==> config.mk <==
export PLATFORM = sky130hd
export DESIGN_NAME = mvi_ctrl
export DESIGN_NICKNAME = d
export VERILOG_FILES = /design/src/mvi_pkg.sv /design/src/mvi_ctrl.sv
export SDC_FILE = /design/constraint.sdc
export NUM_CORES = 1
export LEC_CHECK = 0
export BUFFER_PORTS_ARGS = -buffer_cell sky130_fd_sc_hd__buf_2
export CORE_MARGIN = 5
export CORE_UTILIZATION = 50
export DETAILED_ROUTE_END_ITERATION = 12
export GPL_TIMING_DRIVEN = 0
export HOLD_SLACK_MARGIN = 0.06
export PLACE_DENSITY_LB_ADDON = 0.05
export SETUP_SLACK_MARGIN = 0.2
export SLEW_MARGIN = 20
export SYNTH_ARGS = -nofsm -noshare
export SYNTH_HDL_FRONTEND = slang
export SYNTH_SLANG_ARGS = --single-unit
==> constraint.sdc <==
create_clock -name clk -period 1.7 [get_ports clk]
set_input_delay 0.085 -clock clk [delete_from_list [all_inputs] [get_ports clk]]
set_output_delay 0.085 -clock clk [all_outputs]
set_load 0.005 [all_outputs]
==> src/mvi_pkg.sv <==
// ----------------------------------------------------------------------------
// mvi_pkg
// Shared types and constants of the mesh volume integral engine: the
// command and status groups between controller and datapath, operand
// selects, term kinds and the divisors of the per-face scaling.
// ----------------------------------------------------------------------------
package mvi_pkg;

  localparam int SUM_W   = 64;
  localparam int SKIP_W  = 16;
  localparam int N_SUMS  = 10;
  localparam int OUT_W   = N_SUMS * SUM_W + SKIP_W;
  localparam int DIV_W   = 8;

  // Divisors of the exact face numerators (the factor two of the cubic
  // integrals is folded into the second and product divisors).
  localparam logic [DIV_W-1:0] DIV_VOL    = 8'd6;
  localparam logic [DIV_W-1:0] DIV_FIRST  = 8'd24;
  localparam logic [DIV_W-1:0] DIV_SECOND = 8'd180;
  localparam logic [DIV_W-1:0] DIV_PROD   = 8'd120;

  // Slot of each term kind in the sum bank, per axis added on top.
  localparam logic [3:0] BASE_VOL    = 4'd0;
  localparam logic [3:0] BASE_FIRST  = 4'd1;
  localparam logic [3:0] BASE_SECOND = 4'd4;
  localparam logic [3:0] BASE_PROD   = 4'd7;

  typedef enum logic [1:0] {A_COORD, A_QCOORD, A_EDGE1, A_ONE} asel_t;
  typedef enum logic [2:0] {B_COORD, B_PPLUS, B_EDGE2, B_QUAD, B_TVAL} bsel_t;
  typedef enum logic [1:0] {D_NONE, D_NRM, D_QUAD, D_TVAL} dest_t;
  typedef enum logic [1:0] {T_VOL, T_FIRST, T_SECOND, T_PROD} term_t;

  typedef struct packed {
    logic       load;
    asel_t      asel;
    logic [1:0] aidx;
    bsel_t      bsel;
    logic [1:0] bidx;
    logic [1:0] axis;
    logic       mac_en;
    logic       mac_clr;
    logic       mac_neg;
    dest_t      dest;
    logic       scale_go;
    term_t      term;
    logic       skip_inc;
    logic       out_load;
  } cmd_t;

  typedef struct packed {
    logic degen;
    logic scale_busy;
    logic scale_done;
  } stat_t;

  // Next axis in cyclic order x, y, z.
  function automatic logic [1:0] nxt3(input logic [1:0] x);
    return (x == 2'd2) ? 2'd0 : x + 2'd1;
  endfunction

endpackage

==> src/mvi_ctrl.sv <==
// ----------------------------------------------------------------------------
// mvi_ctrl
// Controller: accepts a face, sequences the multiply-accumulate program
// for the normal and the three axes, launches the scaling of each term
// and hands the finished mesh result to the output register.
// ----------------------------------------------------------------------------
module mvi_ctrl (
  input  logic           clk,
  input  logic           rst_n,
  input  logic           in_tvalid,
  input  logic           in_tlast,
  output logic           in_tready,
  input  logic           out_tready,
  output logic           out_tvalid,
  output mvi_pkg::cmd_t  cmd,
  input  mvi_pkg::stat_t stat
);
  import mvi_pkg::*;

  typedef enum logic [3:0] {
    S_IDLE, S_NRM, S_CHK, S_QUAD, S_TVAL, S_SEC, S_PRD,
    S_GO, S_SCALE, S_NEXT, S_FIN
  } state_t;

  state_t     state_r;
  state_t     ret_r;
  term_t      term_r;
  logic [2:0] step_r;
  logic [1:0] axis_r;
  logic       last_r;
  logic       out_valid_r;
  logic [1:0] n;
  logic [1:0] k;

  assign in_tready  = (state_r == S_IDLE);
  assign out_tvalid = out_valid_r;
  assign n          = step_r[2:1];
  assign k          = (step_r < 3'd3) ? step_r[1:0] : 2'(step_r - 3'd3);

  // Command decode of the current program step.
  always_comb begin
    cmd      = '0;
    cmd.axis = axis_r;
    cmd.term = term_r;
    unique case (state_r) inside
      S_IDLE: cmd.load = in_tvalid;
      S_NRM: begin
        cmd.mac_en = 1'b1;
        cmd.axis   = n;
        cmd.asel   = A_EDGE1;
        cmd.bsel   = B_EDGE2;
        if (!step_r[0]) begin
          cmd.aidx    = nxt3(n);
          cmd.bidx    = nxt3(nxt3(n));
          cmd.mac_clr = 1'b1;
        end else begin
          cmd.aidx    = nxt3(nxt3(n));
          cmd.bidx    = nxt3(n);
          cmd.mac_neg = 1'b1;
          cmd.dest    = D_NRM;
        end
      end
      S_CHK: cmd.skip_inc = stat.degen;
      S_QUAD: begin
        cmd.mac_en  = 1'b1;
        cmd.asel    = A_COORD;
        cmd.bsel    = B_COORD;
        cmd.aidx    = k;
        cmd.bidx    = (step_r < 3'd3) ? k : nxt3(k);
        cmd.mac_clr = (step_r == 3'd0);
        cmd.dest    = (step_r == 3'd5) ? D_QUAD : D_NONE;
      end
      S_TVAL: begin
        cmd.mac_en = 1'b1;
        cmd.aidx   = n;
        cmd.bidx   = n;
        if (!step_r[0]) begin
          cmd.asel    = A_COORD;
          cmd.bsel    = B_PPLUS;
          cmd.mac_clr = 1'b1;
        end else begin
          cmd.asel = A_ONE;
          cmd.bsel = B_QUAD;
          cmd.dest = D_TVAL;
        end
      end
      S_SEC, S_PRD: begin
        cmd.mac_en  = 1'b1;
        cmd.asel    = (state_r == S_SEC) ? A_COORD : A_QCOORD;
        cmd.bsel    = B_TVAL;
        cmd.aidx    = step_r[1:0];
        cmd.bidx    = step_r[1:0];
        cmd.mac_clr = (step_r == 3'd0);
      end
      S_GO:    cmd.scale_go = 1'b1;
      S_FIN:   cmd.out_load = last_r && (!out_valid_r || out_tready);
      default: ;
    endcase
  end

  // State, counters and the output valid flag.
  always_ff @(posedge clk) begin
    if (!rst_n) begin
      state_r     <= S_IDLE;
      step_r      <= '0;
      axis_r      <= '0;
      last_r      <= 1'b0;
      out_valid_r <= 1'b0;
      ret_r       <= S_IDLE;
      term_r      <= T_VOL;
    end else begin
      if (cmd.out_load) begin
        out_valid_r <= 1'b1;
      end else if (out_tready) begin
        out_valid_r <= 1'b0;
      end
      unique case (state_r)
        S_IDLE: begin
          if (in_tvalid) begin
            last_r  <= in_tlast;
            step_r  <= '0;
            axis_r  <= '0;
            state_r <= S_NRM;
          end
        end
        S_NRM: begin
          step_r <= step_r + 3'd1;
          if (step_r == 3'd5) begin
            state_r <= S_CHK;
          end
        end
        S_CHK: begin
          step_r  <= '0;
          term_r  <= T_VOL;
          ret_r   <= S_QUAD;
          state_r <= stat.degen ? S_FIN : S_GO;
        end
        S_QUAD: begin
          if (step_r == 3'd5) begin
            step_r  <= '0;
            term_r  <= T_FIRST;
            ret_r   <= S_TVAL;
            state_r <= S_GO;
          end else begin
            step_r <= step_r + 3'd1;
          end
        end
        S_TVAL: begin
          if (step_r == 3'd5) begin
            step_r  <= '0;
            state_r <= S_SEC;
          end else begin
            step_r <= step_r + 3'd1;
          end
        end
        S_SEC: begin
          if (step_r == 3'd2) begin
            step_r  <= '0;
            term_r  <= T_SECOND;
            ret_r   <= S_PRD;
            state_r <= S_GO;
          end else begin
            step_r <= step_r + 3'd1;
          end
        end
        S_PRD: begin
          if (step_r == 3'd2) begin
            step_r  <= '0;
            term_r  <= T_PROD;
            ret_r   <= S_NEXT;
            state_r <= S_GO;
          end else begin
            step_r <= step_r + 3'd1;
          end
        end
        S_GO:    state_r <= S_SCALE;
        S_SCALE: begin
          if (stat.scale_done) begin
            state_r <= ret_r;
          end
        end
        S_NEXT: begin
          if (axis_r == 2'd2) begin
            state_r <= S_FIN;
          end else begin
            axis_r  <= axis_r + 2'd1;
            state_r <= S_QUAD;
          end
        end
        S_FIN: begin
          if (!last_r || !out_valid_r || out_tready) begin
            state_r <= S_IDLE;
          end
        end
        default: state_r <= S_IDLE;
      endcase
    end
  end

`ifndef SYNTHESIS
  a_go_free: assert property (@(posedge clk) disable iff (!rst_n)
    cmd.scale_go |-> !stat.scale_busy)
    else $error("scaling launched while the unit is busy");
  a_done_wait: assert property (@(posedge clk) disable iff (!rst_n)
    stat.scale_done |-> (state_r == S_SCALE))
    else $error("scaling finished while the controller was not waiting");
  a_load_free: assert property (@(posedge clk) disable iff (!rst_n)
    cmd.out_load |-> (!out_valid_r || out_tready))
    else $error("result overwrites one that was not taken");
  a_skip_fin: assert property (@(posedge clk) disable iff (!rst_n)
    cmd.skip_inc |=> (state_r == S_FIN))
    else $error("degenerate face did not go straight to finish");
`endif

endmodule

==> flow_summary.yaml <==
floorplanning:
  io_pins: 32
  core-area_sq_mm: 0.003103
  die_area_sq_mm: 0.004506
  die_x_um: 67.13
  start_util_pct: 52.58
  dieHeight_um: 67.13
  rows: 20
synthesis:
  syn-mean-instance-area_sq_um: 7.769
  synthArstFlopShare_pct: 0
  syn_area_sq_mm: 0.001632
  yosysWarnings: 0
  syn_inst: 210
  yosysUniqueCellTypes: 54
  yosysSeqAreaShare_pct: 20.86
  synthFlopType: "dfxtp_1"
  syn_nets: 223
  ys_seq_elements: 17
  synth_edf_count: 0
worst_setup_path:
  path_cells: "buf_2 -> clkbuf_4 -> nand3b_1 -> o21ai_0 -> o21ai_0 -> a21oi_2 -> buf_2"
  timing.rr.end: "step_r[1]"
  ff2ff_path_depth: 7
  crit_cells: 7
  crit_buf_inv: 3
  required_ns: 1.62
  crit_family: "buffers and inverters"
  crit_fanout: 10
  r2r_setup_slack_ns: -0.17
  crit_path_end_kind: "primary output"
  start_kind: "register"
  critPathArrivalTime_ns: 2.01
  slowest_stage: "dfxtp_1"
  worstReg2RegStart: "state_r[1]"
  cp_slowest_stage_delay_ns: 0.47
  crit_type: "register to primary output"
clock_tree:
  worstSkewPairLatency_ns: 0.32
  clock_path_buffers: 2
  clock-sinks: 17
  cts_tree: "done"
  clk_pin_slew_worst_paths_ns: 0.12
  cts-buffers-inserted: 3
  clockRootBuffer: "clkbuf_4"
  h-tree-depth: 1
placed_design:
  dp_hpwl_um: 3597
  dp_cells: 284
  placed_cell_area_sq_mm: 0.001878
  gp_congestion: 0.8790
  port_buffers: 30
global_route:
  antenna_found_initial: 0
  grt.overflow.total: 0
  grt_max_degree: 12
  track_usage_pct: 28.44
  grt_pass1_wl_um: 9735
  grt_pass1_vias: 2009
run_status:
  status: "complete, but fails checks"
  violations: "negative setup slack"
routing:
  dr.pass1.iters: 7
  drt_iter0_drc: 397
  drc_errors: 0
  vias: 2346
  routed_wirelength_um: 8207
  wl_per_cell_um: 24.72
  antenna_left: 0
  vias_per_cell: 7.066
sta:
  fin_crit_sh_pct: 123.0
  fin_skew_ns: 0.001331
  hold_viol: 0
  finalSetupViolations: 19
  clock.fmax_mhz: 478.4
  tightest_slew_ns: 0.5769
  rsz0062_at_grt: "yes"
  setup_ws_ns: -0.3903
  drv_slew: 0
  timing.slew.headroom_pct: 61.54
  min_period_ns: 2.090
  setup_tns_ns: -3.513
pwr:
  p_leak_uw: 0.001127
  total_power_uw: 4399
  p_per_area_mw_per_mm2: 1617
  max-vdd-ir-drop_mv: 1.181
worst_hold_path:
  worstHoldStart: "rst_n"
  holdPathEnd: "state_r[1]"
  min_path_type: "primary input to register"
  whs_path_depth: 3
layout:
  fin_area_sq_mm: 0.002720
  drive_gt1_share_pct: 56.60
  fin_cells: 332
  diodes: 0
  multi_input_area_sq_mm: 0.001409
  syn_to_final_growth_pct: 66.72
  fin_nets: 302
  fill_cells: 143
  regArea_sq_um: 361.6
run:
  cap_violations: 0
-- cell families after synthesis --
kind of cell | synth area share [%]
AND/OR/NAND/NOR | 31.52
buffers and inverters | 9.432
XOR/XNOR | 0.5369
adder cells (fa/ha/maj) | 3.834
flip-flops | 20.86
multiplexers | 3.681
AO/OA/AOI/OAI | 30.14
-- synthesized netlist by cell type (4+ instances only) --
library cell,number,area (sq um)
a21oi_1,19,95.09
nand2_1,19,71.32
dfxtp_1,17,340.3
nor2_1,16,60.06
o21ai_0,12,60.06
nand3_1,7,35.03
buf_2,6,30.03
inv_1,6,22.52
mux2i_1,6,60.06
a221o_1,5,50.05
buf_4,5,37.54
ha_1,5,62.56
nand2b_1,5,31.28
nand3b_1,5,37.54
nor2b_1,5,31.28
nor3_1,5,25.02
o21a_1,5,37.54
a211oi_1,4,30.03
buf_1,4,15.01
-- worst max-delay path by stage --
stage	to	slack (ns)	startpoint
3_5_place_dp	ret_r[1]	-0.11	step_r[1]
6_report	cmd[8]	-0.39	step_r[2]
2_1_floorplan	ret_r[1]	0.20	step_r[0]
5_1_grt	cmd[8]	-0.39	step_r[2]
4_1_cts	cmd[18]	-0.19	state_r[2]
3_3_place_gp	cmd[12]	-0.05	state_r[3]
-- placed cells by master, fill, tap and decap left out, types with 3 or more instances in the layout --
cell,netlist,final
a221o_1,5,5
o21ai_0,12,6
o21ai_1,0,4
buf_2,6,27
buf_6,3,21
and3_4,0,3
nor3_1,5,3
a21oi_1,19,12
dfxtp_4,0,5
buf_12,0,3
nand3b_1,5,5
mux2i_1,6,6
clkbuf_2,0,3
nor2_1,16,12
nand3_1,7,7
ha_4,0,4
clkbuf_4,0,4
nor2b_1,5,3
nand2_1,19,13
o21a_1,5,5
buf_4,5,29
buf_8,0,8
a21oi_2,0,7
nand2_2,0,6
nand2b_1,5,4
dfxtp_1,17,10
-- power by group --
group	leakage, uW	internal, uW	switching [uW]	total, uW
sequential	0.000143	506	117	623
combinational	0.000971	1680	1840	3520
clock	0.0000139	90.3	163	254
-- per-stage QoR --
stage / util (%) / setup slack (ns) / hold WS (ns)
final: 87.66 / -0.3903 / 0.1104
after global routing: 87.66 / -0.3897 / 0.09461
after CTS: 76.29 / -0.1889 / 0.1015
after detailed placement: 60.52 / -0.1087 / 0.3264
after global placement: 60.52 / -0.05363 / 0.3180
after floorplan: - / 0.2006 / 0.2289
-- tightest hold or removal path, delay by kind of cell --
kind	cells	cell delay (ns)
AOI/OAI and AO/OA	1	0.12
buffers and inverters	1	0.11
muxes	1	0.08
-- cell type report --
class | count | share of cell area [%]
plain buffers | 21 | 8.694
multi-input cells | 165 | 51.79
well taps | 44 | 2.024
clock buffers | 3 | 0.8280
flip-flops and latches | 17 | 13.29
clock inverters | 1 | 0.2760
repair buffers | 74 | 21.85
inverters | 7 | 1.242
-- repair_timing --
| item | 4_1_cts | 5_1_grt |
|---|---|---|
| endpoints found under the hold margin | 1 | 0 |
| gates cloned | 1 | 1 |
| pin swaps | 19 | 26 |
| endpoints found under the setup margin | 36 | 37 |
| setup buffers | 25 | 16 |
| resized for setup | 74 | 56 |
| hold buffers | 1 | 0 |
-- flip-flops by register name, indices dropped and copies added (netlist names) --
signal,flops
axis_r,2
last_r,1
out_tvalid,1
ret_r,4
state_r,4
step_r,3
term_r,2
-- layer usage --
metal,wire (um),GRT usage [%],up-vias
li1,-,-,937
met1,2980,33.64,1053
met2,3539,47.85,263
met3,1019,5.734,93
met4,667,15.19,0
met5,0,0,-
Note: power is estimated with default switching activity, not from simulation.
